### src/lis_pkg.sv
// ----------------------------------------------------------------------------
// lis_pkg
// Shared constants, types and the microcode table of the longest increasing
// subsequence block.
// ----------------------------------------------------------------------------
package lis_pkg;

  // store depth and derived widths
  localparam int MAX_ITEMS = 64;
  localparam int IDX_W     = (MAX_ITEMS > 1) ? $clog2(MAX_ITEMS) : 1;
  localparam int CNT_W     = $clog2(MAX_ITEMS + 1);
  localparam int VAL_W     = 32;
  localparam int LEN_W     = 7;

  // program steps
  typedef enum logic [4:0] {
    S_WAIT, S_I_INIT, S_RD_I, S_LD_I, S_J_TEST, S_RD_J, S_EV_J, S_WR_I,
    S_M_INIT, S_M_RD, S_M_EV, S_T_INIT, S_T_RD, S_T_LD, S_T_RDJ, S_T_EVJ,
    S_O_INIT, S_O_RDP, S_O_RDV, S_O_SEND, S_FIN
  } step_t;

  // hold conditions
  typedef enum logic [1:0] {W_NONE, W_IN, W_OUT} wait_t;

  // memory read address source
  typedef enum logic [1:0] {A_I, A_J, A_CUR, A_PATH} addr_t;

  // datapath operations
  typedef enum logic [3:0] {
    OP_NOP, OP_LOAD, OP_INIT_I, OP_LOAD_I, OP_EVAL_J, OP_WRITE_I,
    OP_MAX_INIT, OP_MAX_EVAL, OP_TB_INIT, OP_TB_LOAD, OP_TB_EVAL,
    OP_OUT_INIT, OP_SEND, OP_FINISH
  } op_t;

  // branch conditions
  typedef enum logic [2:0] {
    C_ALWAYS, C_LAST_IN, C_J_DONE, C_I_DONE, C_K_ONE, C_MATCH, C_K_LAST
  } cond_t;

  // one control word
  typedef struct packed {
    wait_t wait_sel;
    addr_t addr_sel;
    op_t   op;
    cond_t cond;
    step_t tgt_t;
    step_t tgt_f;
  } ctrl_t;

  // datapath status seen by the sequencer
  typedef struct packed {
    logic in_fire;
    logic out_free;
    logic last_in;
    logic j_done;
    logic i_done;
    logic k_one;
    logic match;
    logic k_last;
  } stat_t;

  function automatic ctrl_t cw(wait_t w, addr_t a, op_t o, cond_t c,
                               step_t t, step_t f);
    ctrl_t r;
    r.wait_sel = w;
    r.addr_sel = a;
    r.op       = o;
    r.cond     = c;
    r.tgt_t    = t;
    r.tgt_f    = f;
    return r;
  endfunction

  // microcode table
  function automatic ctrl_t ucode(step_t s);
    ctrl_t r;
    unique case (s)
      S_WAIT:   r = cw(W_IN,   A_I,    OP_LOAD,     C_LAST_IN, S_I_INIT, S_WAIT);
      S_I_INIT: r = cw(W_NONE, A_I,    OP_INIT_I,   C_ALWAYS,  S_RD_I,   S_RD_I);
      S_RD_I:   r = cw(W_NONE, A_I,    OP_NOP,      C_ALWAYS,  S_LD_I,   S_LD_I);
      S_LD_I:   r = cw(W_NONE, A_I,    OP_LOAD_I,   C_ALWAYS,  S_J_TEST, S_J_TEST);
      S_J_TEST: r = cw(W_NONE, A_J,    OP_NOP,      C_J_DONE,  S_WR_I,   S_RD_J);
      S_RD_J:   r = cw(W_NONE, A_J,    OP_NOP,      C_ALWAYS,  S_EV_J,   S_EV_J);
      S_EV_J:   r = cw(W_NONE, A_J,    OP_EVAL_J,   C_ALWAYS,  S_J_TEST, S_J_TEST);
      S_WR_I:   r = cw(W_NONE, A_I,    OP_WRITE_I,  C_I_DONE,  S_M_INIT, S_RD_I);
      S_M_INIT: r = cw(W_NONE, A_I,    OP_MAX_INIT, C_ALWAYS,  S_M_RD,   S_M_RD);
      S_M_RD:   r = cw(W_NONE, A_I,    OP_NOP,      C_ALWAYS,  S_M_EV,   S_M_EV);
      S_M_EV:   r = cw(W_NONE, A_I,    OP_MAX_EVAL, C_I_DONE,  S_T_INIT, S_M_RD);
      S_T_INIT: r = cw(W_NONE, A_CUR,  OP_TB_INIT,  C_ALWAYS,  S_T_RD,   S_T_RD);
      S_T_RD:   r = cw(W_NONE, A_CUR,  OP_NOP,      C_ALWAYS,  S_T_LD,   S_T_LD);
      S_T_LD:   r = cw(W_NONE, A_CUR,  OP_TB_LOAD,  C_K_ONE,   S_O_INIT, S_T_RDJ);
      S_T_RDJ:  r = cw(W_NONE, A_J,    OP_NOP,      C_ALWAYS,  S_T_EVJ,  S_T_EVJ);
      S_T_EVJ:  r = cw(W_NONE, A_J,    OP_TB_EVAL,  C_MATCH,   S_T_RD,   S_T_RDJ);
      S_O_INIT: r = cw(W_NONE, A_PATH, OP_OUT_INIT, C_ALWAYS,  S_O_RDP,  S_O_RDP);
      S_O_RDP:  r = cw(W_NONE, A_PATH, OP_NOP,      C_ALWAYS,  S_O_RDV,  S_O_RDV);
      S_O_RDV:  r = cw(W_NONE, A_PATH, OP_NOP,      C_ALWAYS,  S_O_SEND, S_O_SEND);
      S_O_SEND: r = cw(W_OUT,  A_PATH, OP_SEND,     C_K_LAST,  S_FIN,    S_O_RDP);
      S_FIN:    r = cw(W_NONE, A_I,    OP_FINISH,   C_ALWAYS,  S_WAIT,   S_WAIT);
      default:  r = cw(W_NONE, A_I,    OP_NOP,      C_ALWAYS,  S_WAIT,   S_WAIT);
    endcase
    return r;
  endfunction

endpackage

### src/lis_in_if.sv
// ----------------------------------------------------------------------------
// lis_in_if
// Input channel: one sequence element per item, with a closing flag.
// ----------------------------------------------------------------------------
interface lis_in_if;
  logic                                valid;
  logic                                ready;
  logic signed [lis_pkg::VAL_W-1:0]    value;
  logic                                last;

  modport source (output valid, output value, output last, input ready);
  modport sink   (input valid, input value, input last, output ready);
endinterface

### src/lis_out_if.sv
// ----------------------------------------------------------------------------
// lis_out_if
// Output channel: one subsequence member per item.
// ----------------------------------------------------------------------------
interface lis_out_if;
  logic                                valid;
  logic                                ready;
  logic signed [lis_pkg::VAL_W-1:0]    element;
  logic        [lis_pkg::LEN_W-1:0]    length;
  logic                                overflow;
  logic                                end_of_run;

  modport source (output valid, output element, output length, output overflow,
                  output end_of_run, input ready);
  modport sink   (input valid, input element, input length, input overflow,
                  input end_of_run, output ready);
endinterface

### src/lis_seq.sv
// ----------------------------------------------------------------------------
// lis_seq
// Microcode sequencer: step counter, control store and conditional jumps.
// ----------------------------------------------------------------------------
module lis_seq (
  input  logic             clk,
  input  logic             rst,
  input  lis_pkg::stat_t   stat,
  output lis_pkg::ctrl_t   ctrl
);

  lis_pkg::step_t pc;
  lis_pkg::step_t pc_next;
  logic           hold;
  logic           taken;

  // control word of the current step
  always_comb begin
    ctrl = lis_pkg::ucode(pc);
  end

  // hold and branch decision
  always_comb begin
    unique case (ctrl.wait_sel)
      lis_pkg::W_IN:  hold = !stat.in_fire;
      lis_pkg::W_OUT: hold = !stat.out_free;
      default:        hold = 1'b0;
    endcase
    unique case (ctrl.cond)
      lis_pkg::C_LAST_IN: taken = stat.last_in;
      lis_pkg::C_J_DONE:  taken = stat.j_done;
      lis_pkg::C_I_DONE:  taken = stat.i_done;
      lis_pkg::C_K_ONE:   taken = stat.k_one;
      lis_pkg::C_MATCH:   taken = stat.match;
      lis_pkg::C_K_LAST:  taken = stat.k_last;
      default:            taken = 1'b1;
    endcase
  end

  // next step
  always_comb begin
    if (hold) begin
      pc_next = pc;
    end else if (taken) begin
      pc_next = ctrl.tgt_t;
    end else begin
      pc_next = ctrl.tgt_f;
    end
  end

  always_ff @(posedge clk) begin
    if (rst) begin
      pc <= lis_pkg::S_WAIT;
    end else begin
      pc <= pc_next;
    end
  end

endmodule

### src/longest_increasing_subsequence_top.sv
// ----------------------------------------------------------------------------
// longest_increasing_subsequence_top
// Longest strictly increasing subsequence by the quadratic dynamic programme.
//
// Elements come in on items, one per item; the item with last set closes the
// sequence. Elements past the store depth are dropped and flagged. While
// loading, one item is taken per cycle. After the closing item the block
// fills the length table (each compare steps through S_J_TEST, S_RD_J and
// S_EV_J, using the registered memory reads), finds the first maximum,
// traces back, then sends the subsequence front to back on results, reading
// each member through S_O_RDP and S_O_RDV and sending it from S_O_SEND before
// the next is fetched, each carrying the total length, the overflow flag and
// end_of_run on the final member. No new element is taken until the last
// result has been loaded into the output register. A stalled receiver holds
// the output register and the sequencer waits; nothing is lost. Reset empties
// the store count and overflow flag; the store contents need no clearing.
// ----------------------------------------------------------------------------
module longest_increasing_subsequence_top (
  input  logic         clk,
  input  logic         rst,
  lis_in_if.sink       items,
  lis_out_if.source    results
);

  localparam int IW = lis_pkg::IDX_W;
  localparam int CW = lis_pkg::CNT_W;
  localparam int VW = lis_pkg::VAL_W;

  lis_pkg::ctrl_t ctrl;
  lis_pkg::stat_t stat;

  // stores
  logic signed [VW-1:0] value_mem  [lis_pkg::MAX_ITEMS];
  logic        [CW-1:0] length_mem [lis_pkg::MAX_ITEMS];
  logic        [IW-1:0] path_mem   [lis_pkg::MAX_ITEMS];

  // datapath registers
  logic        [CW-1:0] cnt;
  logic                 ovf;
  logic        [IW-1:0] i;
  logic        [IW-1:0] j;
  logic        [IW-1:0] cur;
  logic        [IW-1:0] pos;
  logic        [CW-1:0] k;
  logic        [CW-1:0] len;
  logic        [CW-1:0] best;
  logic signed [VW-1:0] vi;
  logic        [CW-1:0] li;
  logic signed [VW-1:0] rd_val;
  logic        [CW-1:0] rd_len;
  logic        [IW-1:0] rd_path;
  logic        [IW-1:0] rd_addr;

  // output register
  logic                 ov;
  logic signed [VW-1:0] o_element;
  logic [lis_pkg::LEN_W-1:0] o_length;
  logic                 o_overflow;
  logic                 o_end;

  logic                 room;
  logic                 smaller;
  logic        [CW-1:0] rd_len_inc;

  lis_seq u_seq (
    .clk  (clk),
    .rst  (rst),
    .stat (stat),
    .ctrl (ctrl)
  );

  // handshakes
  assign items.ready        = (ctrl.wait_sel == lis_pkg::W_IN) && !rst;
  assign results.valid      = ov;
  assign results.element    = o_element;
  assign results.length     = o_length;
  assign results.overflow   = o_overflow;
  assign results.end_of_run = o_end;

  // comparisons
  assign room       = (cnt < CW'(lis_pkg::MAX_ITEMS));
  assign smaller    = (rd_val < vi);
  assign rd_len_inc = rd_len + CW'(1);

  // status to the sequencer
  always_comb begin
    stat.in_fire  = items.valid && items.ready;
    stat.out_free = !ov || results.ready;
    stat.last_in  = items.last;
    stat.j_done   = (j == i);
    stat.i_done   = (CW'(i) + CW'(1) == cnt);
    stat.k_one    = (k == CW'(1));
    stat.match    = smaller && (li == rd_len_inc);
    stat.k_last   = (k + CW'(1) == len);
  end

  // read address select
  always_comb begin
    unique case (ctrl.addr_sel)
      lis_pkg::A_J:    rd_addr = j;
      lis_pkg::A_CUR:  rd_addr = cur;
      lis_pkg::A_PATH: rd_addr = rd_path;
      default:         rd_addr = i;
    endcase
  end

  // memories: one write and one registered read each
  always_ff @(posedge clk) begin
    if (ctrl.op == lis_pkg::OP_LOAD && stat.in_fire && room) begin
      value_mem[cnt[IW-1:0]] <= items.value;
    end
    if (ctrl.op == lis_pkg::OP_WRITE_I) begin
      length_mem[i] <= li;
    end
    if (ctrl.op == lis_pkg::OP_TB_LOAD) begin
      path_mem[IW'(k - CW'(1))] <= cur;
    end
    rd_val  <= value_mem[rd_addr];
    rd_len  <= length_mem[rd_addr];
    rd_path <= path_mem[k[IW-1:0]];
  end

  // store count and overflow flag
  always_ff @(posedge clk) begin
    if (rst) begin
      cnt <= '0;
      ovf <= 1'b0;
    end else if (ctrl.op == lis_pkg::OP_LOAD && stat.in_fire) begin
      if (room) begin
        cnt <= cnt + CW'(1);
      end else begin
        ovf <= 1'b1;
      end
    end else if (ctrl.op == lis_pkg::OP_FINISH) begin
      cnt <= '0;
      ovf <= 1'b0;
    end
  end

  // datapath operations
  always_ff @(posedge clk) begin
    case (ctrl.op)
      lis_pkg::OP_INIT_I: begin
        i <= '0;
      end
      lis_pkg::OP_LOAD_I: begin
        vi <= rd_val;
        li <= CW'(1);
        j  <= '0;
      end
      lis_pkg::OP_EVAL_J: begin
        if (smaller && li <= rd_len) begin
          li <= rd_len_inc;
        end
        j <= j + IW'(1);
      end
      lis_pkg::OP_WRITE_I: begin
        i <= i + IW'(1);
      end
      lis_pkg::OP_MAX_INIT: begin
        i    <= '0;
        best <= '0;
        pos  <= '0;
      end
      lis_pkg::OP_MAX_EVAL: begin
        if (best < rd_len) begin
          best <= rd_len;
          pos  <= i;
        end
        i <= i + IW'(1);
      end
      lis_pkg::OP_TB_INIT: begin
        cur <= pos;
        k   <= best;
        len <= best;
      end
      lis_pkg::OP_TB_LOAD: begin
        vi <= rd_val;
        li <= rd_len;
        k  <= k - CW'(1);
        j  <= '0;
      end
      lis_pkg::OP_TB_EVAL: begin
        if (stat.match) begin
          cur <= j;
        end else begin
          j <= j + IW'(1);
        end
      end
      lis_pkg::OP_OUT_INIT: begin
        k <= '0;
      end
      lis_pkg::OP_SEND: begin
        if (stat.out_free) begin
          k <= k + CW'(1);
        end
      end
      default: begin
      end
    endcase
  end

  // output register
  always_ff @(posedge clk) begin
    if (rst) begin
      ov <= 1'b0;
    end else if (ctrl.op == lis_pkg::OP_SEND && stat.out_free) begin
      ov <= 1'b1;
    end else if (results.ready) begin
      ov <= 1'b0;
    end
  end

  always_ff @(posedge clk) begin
    if (ctrl.op == lis_pkg::OP_SEND && stat.out_free) begin
      o_element  <= rd_val;
      o_length   <= lis_pkg::LEN_W'(len);
      o_overflow <= ovf;
      o_end      <= stat.k_last;
    end
  end

`ifndef SYNTHESIS
  // store count never passes the depth
  a_cnt_range: assert property (@(posedge clk) disable iff (rst)
    cnt <= CW'(lis_pkg::MAX_ITEMS))
    else $error("item count beyond store depth");

  // inner fill loop only visits earlier elements
  a_fill_order: assert property (@(posedge clk) disable iff (rst)
    ctrl.op == lis_pkg::OP_EVAL_J |-> j < i)
    else $error("fill compare past current element");

  // traceback finds a predecessor before reaching the current position
  a_trace_order: assert property (@(posedge clk) disable iff (rst)
    ctrl.op == lis_pkg::OP_TB_EVAL |-> j < cur)
    else $error("traceback search ran past current position");

  // a result appears only from the send step
  a_send_src: assert property (@(posedge clk) disable iff (rst)
    $rose(ov) |-> $past(ctrl.op == lis_pkg::OP_SEND))
    else $error("result valid without a send step");
`endif

endmodule
### src/flat_wrapper.sv
// flat-port wrapper written by rule: the top's interface ports become plain ports
module longest_increasing_subsequence_top_flat 
  (clk, rst, items_valid, items_value, items_last, items_ready, results_valid, results_element, results_length, results_overflow, results_end_of_run, results_ready);
  lis_in_if items_i ();
  lis_out_if results_i ();
  input  logic clk;
  input  logic rst;
  input wire logic [$bits(items_i.valid)-1:0] items_valid;
  input wire logic [$bits(items_i.value)-1:0] items_value;
  input wire logic [$bits(items_i.last)-1:0] items_last;
  output wire logic [$bits(items_i.ready)-1:0] items_ready;
  output wire logic [$bits(results_i.valid)-1:0] results_valid;
  output wire logic [$bits(results_i.element)-1:0] results_element;
  output wire logic [$bits(results_i.length)-1:0] results_length;
  output wire logic [$bits(results_i.overflow)-1:0] results_overflow;
  output wire logic [$bits(results_i.end_of_run)-1:0] results_end_of_run;
  input wire logic [$bits(results_i.ready)-1:0] results_ready;
  assign items_i.valid = items_valid;
  assign items_i.value = items_value;
  assign items_i.last = items_last;
  assign items_ready = items_i.ready;
  assign results_valid = results_i.valid;
  assign results_element = results_i.element;
  assign results_length = results_i.length;
  assign results_overflow = results_i.overflow;
  assign results_end_of_run = results_i.end_of_run;
  assign results_i.ready = results_ready;
  longest_increasing_subsequence_top u_core (.clk(clk), .rst(rst), .items(items_i), .results(results_i));
endmodule
### config.mk
export PLATFORM = sky130hd
export DESIGN_NAME = longest_increasing_subsequence_top_flat
export DESIGN_NICKNAME = d
export VERILOG_FILES = /design/src/lis_pkg.sv /design/src/lis_in_if.sv /design/src/lis_out_if.sv /design/src/lis_seq.sv /design/src/longest_increasing_subsequence_top.sv /design/src/flat_wrapper.sv
export SDC_FILE = /design/constraint.sdc
export NUM_CORES = 2
export LEC_CHECK = 0
export ABC_CLOCK_PERIOD_IN_PS = 6500
export BUFFER_PORTS_ARGS = -buffer_cell sky130_fd_sc_hd__buf_2
export CAP_MARGIN = 15
export CORE_ASPECT_RATIO = 0.6
export CORE_MARGIN = 2
export CORE_UTILIZATION = 40
export CTS_CLUSTER_SIZE = 24
export DETAILED_ROUTE_END_ITERATION = 10
export PLACE_DENSITY = 0.55
export RECOVER_POWER = 50
export SETUP_SLACK_MARGIN = 0.15
export SYNTH_ARGS = -nofsm -noshare
export SYNTH_HDL_FRONTEND = slang
export SYNTH_SLANG_ARGS = --single-unit
### constraint.sdc
create_clock -name clk -period 6.5 [get_ports clk]
set_clock_uncertainty 0.15 [all_clocks]
set_input_delay 0.325 -clock clk [delete_from_list [all_inputs] [get_ports clk]]
set_output_delay 0.325 -clock clk [all_outputs]
set_load 0.005 [all_outputs]
# == After elaboration in Yosys (flattened, before gate mapping) ==
# Memory sizes are Yosys's and may differ from the RTL's. A register that Yosys moved wholly into a read port is not among the register bits.
# Cells that the tools add are included.
# word_totals
memories,4
regBits,139
mem_bits_ro,672
ram_bits,2880
output_inout_bits,43
word_cells,131
# memory_table
memory,depth,width,rd,rd_clocked_by_memory_dff,wr,line_no,rtl
u_core.value_mem,64,32,1,1,1,longest_increasing_subsequence_top.sv:33,logic signed [VW-1:0] value_mem [lis_pkg::MAX_ITEMS];
(name not given),32,21,1,1,0,lis_pkg.sv:77,unique case (s)
u_core.length_mem,64,7,1,1,1,longest_increasing_subsequence_top.sv:34,logic [CW-1:0] length_mem [lis_pkg::MAX_ITEMS];
u_core.path_mem,64,6,1,1,1,longest_increasing_subsequence_top.sv:35,logic [IW-1:0] path_mem [lis_pkg::MAX_ITEMS];
# classes
n_mux,33
reduce_logical,30
n_eq_ne,36
order_cmp,4
add_sub_neg,7
# ops
operator,n
7-bit 2-to-1 mux,6
6-bit one-hot mux with 2 select lines,3
6-bit one-hot mux with 3 select lines,2
32-bit < comparator,1
7-bit one-hot mux with 4 select lines,1
"4-bit == test, second input constant",6
"7-bit by 1-bit adder with 7-bit output, second input constant",3
7-bit == test,3
7-bit one-hot mux with 3 select lines,1
6-bit 2-to-1 mux,3
"4-bit by 3-bit == test with 1-bit output, second input constant",4
5-bit 2-to-1 mux,3
7-bit one-hot mux with 2 select lines,1
2-bit AND reduction,7
"6-bit by 1-bit adder with 6-bit output, second input constant",2
1-bit 2-to-1 mux,11
2-bit nonzero test,5
"3-bit == test, second input constant",3
"4-bit by 2-bit == test with 1-bit output, second input constant",2
"2-bit by 1-bit inequality test with 1-bit output, second input constant",4
"6-bit by 1-bit adder with 7-bit output, second input constant",1
"7-bit by 1-bit == test with 1-bit output, second input constant",1
7-bit less-or-equal comparator,1
1-bit logical AND,7
other kinds (17),29

# == Depth between registers and ports, before layout ==
# logic_depth
depth_word,7
depth_mapped,17

# == By module ==
# Synthesis repeated with hierarchy kept, for this count alone.
# hier_totals
hier_cells,7463
hier_area_um2,120982.3
# modules_own_cells
mod,n_inst,area_each_um2,cells_each
longest_increasing_subsequence_top,1,119696.0,7317
lis_seq,1,1286.2,146

# == Worst setup path before layout ==
# Ideal clock, no wire load.
# synth_timing
kind,register to register
startpoint,"register, netlist name u_core.u_seq.ctrl[14]"
endpoint,"register u_core.j[0], enable pin"
path_stages_with_launch,6
path_buffers,1
synth_period_minus_slack_ns,4.547
arrival_ns,4.025
setup_slack_ns,1.953
path_cell_list,dfxtp_1 > clkbuf_1 > xnor2_1 > nor3b_1 > nor3_1 > a31oi_1
# synth_between
elab_chain_len,4
# synth_lines
item,line_no,rtl
4-bit by 2-bit == test with 1-bit output or 4-bit == test (tied branches),longest_increasing_subsequence_top.sv:142,case (ctrl.op)
2-bit OR reduction (no source line),--,
3-bit nonzero test (no source line),--,
2-bit AND reduction (no source line) *,--,
"end signal, assigned",longest_increasing_subsequence_top.sv:155,j <= j + IW'(1);
"end signal, assigned",longest_increasing_subsequence_top.sv:187,j <= j + IW'(1);
"end, declared",longest_increasing_subsequence_top.sv:41,logic [IW-1:0] j;
# Every way passes the cells marked *; elsewhere a longest branch is shown, timed or not.
# A chain may end at the register's enable or synchronous reset.

# == Final worst setup path ==
# layout_timing
startpoint,"register u_core.rd_val[17], read port of u_core.value_mem"
endpoint,"register, netlist name u_core.u_seq.ctrl[0]"
# layout_between
elab_chain_len,6
# layout_lines
item,line_no,rtl
"start, declared",longest_increasing_subsequence_top.sv:49,logic signed [VW-1:0] rd_val;
32-bit < comparator,longest_increasing_subsequence_top.sv:82,assign smaller = (rd_val < vi);
1-bit logical AND,longest_increasing_subsequence_top.sv:93,stat.match = smaller && (li == rd_len_inc);
1-bit one-hot mux with 6 select lines,lis_seq.sv:29,unique case (ctrl.cond)
5-bit 2-to-1 mux,lis_seq.sv:44,end else if (taken) begin
5-bit 2-to-1 mux (no source line) (2 in a row),--,
# Every way passes these cells.

==> metrics.md <==
| Metric | Value |
|---|---|
| Mapped cell area | `120000 um^2` |
| Period minus WS final | `5.08 ns` |
| Cells after Synth | `5624` |
| Initial antenna violation count | `18` |
| Drt total wl | `311 mm` |
| Gr usage total | `20.1%` |
| Total number of vias | `58279` |
| First-pass GRT wire length | `440 mm` |
| Overflow after GRT | `0` |
| Initial drt markers | `7291` |
| Achievable Freq | `197 MHz` |
| Min Hold Slack | `0.207 ns` |
| Synth top area cells | `edfxtp_1 (75%), mux4_2 (15%), dfxtp_1 (1.3%)` |
| Yosys reg bits | `3085` |
| Vias/cell | `5.71` |
| Share of layout cells above drive strength 1 | `25.6%` |
| Pre-CTS setup slack | `1.56 ns` |
| Die H | `429 um` |
| Initial Util | `40.3%` |
| Rel. slew slack | `-125%` |
| Max-slew violations | `2386` |
| Hold_buf cts | `29` |
| DP HPWL | `187 mm` |
| Most common cell in the netlist | `edfxtp_1` |
| Synth cell types | `79` |
| Asr flop ratio synth | `0%` |
| Clock root buffer master | `clkbuf_16` |
| Maximum vdd drop | `0.189 mV` |
| Number of fill cells | `25069` |
| Top_reg_cell synth | `edfxtp_1` |
| CP Launch Point | `u_core.rd_val[17]` |
| Core area | `298000 um^2` |
| Area of the multi-input gates | `27400 um^2` |
| Largest net degree at the start of global routing | `103` |
| Antenna Nets Post-Route | `0` |
| Number of global-route vias before repair | `57791` |
| Layout Cells excl Fill | `10201` |
| IO Pins | `80` |
| PD cells | `363 nW/um^2` |
| Crit path DAT | `5.68 ns` |
| Skew-Pair Late Insertion Delay | `0.89 ns` |
| Die W | `712 um` |
| IO buf count | `79` |
| Synth cell count leaders | `edfxtp_1 (3005), mux4_2 (781), nor2_1 (270)` |
| Area Growth Syn to Fin | `13.5%` |
| Total chip power | `49.6 mW` |
| Critical path required time | `7.11 ns` |
| CP endpoint kind | `register` |
| H-tree Lvls | `5` |
| Max FO, Critical Path | `8` |
| Final hold vios | `0` |
| Number of CTS-inserted buffers | `295` |
| Setup TNS | `0 ns` |
| Seq/Total Area, Yosys | `76.4%` |
| CTS clk-pin slew, worst paths | `0.07 ns` |
| DRT Pass-1 Iters | `6` |
| MaxCap Viol Count | `38` |
| Resized Gates After CTS | `0` |
| Placed cells | `9621` |
| Clock Sinks | `3085` |
| GPL Wtd Cong | `0.809` |
| Clock Path Buffers | `4` |
| WS Path Type | `reg2reg` |
| Sequential Area | `91800 um^2` |
| Setup violations, final | `0` |
| Post CTS Setup Buffer Count | `0` |
| Reg-to-Reg Start | `u_core.rd_val[17]` |
| Number of flops mapped to enable cells by yosys | `3005` |
| Final nets | `6052` |
| Yosys warnings | `0` |
| Worst hold-check path type | `in2reg` |
| FP Rows | `155` |
| Slew @ Worst Pin | `3.38 ns` |
| Setup WS post-layout | `1.42 ns` |
| CP Launch Type | `register` |
| RSZ-0062 raised after global routing | `false` |
| Status | `finished, violations left` |
| Violated checks | `capacitance limit, slew limit` |
| Leak | `42.4 nW` |
| Post-synth top area share | `75.0%` |
| DR DRC count | `0` |
| Synth area leader | `edfxtp_1` |
| HP Start | `items_last` |
| Mapped Avg Cell Area | `21.4 um^2` |
| Syn nets | `5719` |
| CTS tree | `done` |
| Routed wire length per instance | `30.5 um` |
| Crit share post-route | `78.1%` |
| Die area | `305000 um^2` |
## flip-flops by register name, summed over array words and instances (netlist names), 5 cells and up
register / flops
u_core.cur: 6
u_core.vi: 32
u_core.cnt: 7
u_core.u_seq.pc: 5
u_core.results.element: 32
u_core.j: 6
u_core.rd_len: 7
u_core.k: 7
u_core.u_seq.ctrl: 21
u_core.pos: 6
u_core.i: 6
u_core.best: 7
u_core.len: 7
u_core.length_mem: 448
u_core.results.length: 7
u_core.rd_path: 6
u_core.rd_val: 32
u_core.path_mem: 384
u_core.value_mem: 2048
u_core.li: 7
## worst max-delay path, cell delays in order, from the launching register on
cell,delay (ns)
dfxtp_1,0.67
ha_1,0.34
a21oi_1,0.12
o21ai_0,0.09
a221oi_1,0.41
o21ai_0,0.49
nand4bb_1,0.59
nand4_1,0.25
nand3_2,0.14
nor2_1,0.48
inv_1,0.29
ha_1,0.34
or3b_1,0.40
o221ai_1,0.08
a211oi_1,0.09
## final cells by class
cell class | count | share of cell area (%)
clock buffer | 379 | 5.85
multi-input combinational | 2182 | 20.1
sequential | 3085 | 67.3
clock inverter | 154 | 1.01
timing repair buffer | 338 | 1.93
inverter | 55 | 0.155
tap | 4003 | 3.67
antenna | 5 | 0.00917
## cell usage in the layout, fill, tap and decap left out, drive strengths merged, types with 30 or more instances in the layout
cell,netlist,routed
clkinv,1,118
nor2b,100,100
mux2i,139,139
dlygate4sd3,0,35
clkbuf,151,452
ha,58,58
nor2,271,271
a21oi,136,136
dfxtp,80,80
nand3,30,30
mux2,63,63
mux4,786,786
buf,151,230
nand2,136,136
o21ai,84,84
o211ai,31,31
inv,54,65
edfxtp,3005,3005
a211oi,123,123
## cell families after synthesis
group	after synthesis	share of synthesized area, %
AND/OR/NAND/NOR	654	2.63
adder cells (fa/ha/maj)	58	0.603
flip-flops	3085	76.4
buffers and inverters	357	1.25
multiplexers	988	16.5
XOR/XNOR	54	0.439
AO/OA/AOI/OAI	428	2.24
## routing by layer
metal / track usage, % / up-vias / part of all wire (%)
met2: 27.3 / 2392 / 42
met1: 32.3 / 31450 / 47
met4: 4.46 / 2 / 2.1
li1: - / 24070 / -
met5: 0.187 / - / 0.018
met3: 5.02 / 365 / 9.3
## worst paths after layout
path | end | slack (ns) | cells past startpoint
setup reg to reg | u_core.u_seq.ctrl[0] | 1.42 | 14
hold / removal | u_core.u_seq.pc[0] | 0.21 | 7
hold reg to reg | u_core.vi[1] | 0.32 | 0
setup / recovery | u_core.u_seq.ctrl[0] | 1.42 | 14
## metrics by stage
| step | cell area, um^2 | utilization (%) |
|---|---|---|
| after global placement | 127000 | 42.6 |
| after global routing | 137000 | 45.8 |
| final | 137000 | 45.8 |
| after detailed placement | 127000 | 42.6 |
| after CTS | 137000 | 45.8 |
| after floorplan | 120000 | - |
## where the power goes
| group | leakage (nW) | switching, mW | total, mW | internal (mW) |
|---|---|---|---|---|
| combinational | 10.1 | 5.59 | 9.73 | 4.14 |
| clock | 4.60 | 7.48 | 17.1 | 9.60 |
| sequential | 27.7 | 0.447 | 22.8 | 22.3 |
| total | 42.4 | 13.5 | 49.6 | 36.1 |
Power figures use the tool's default switching activity.
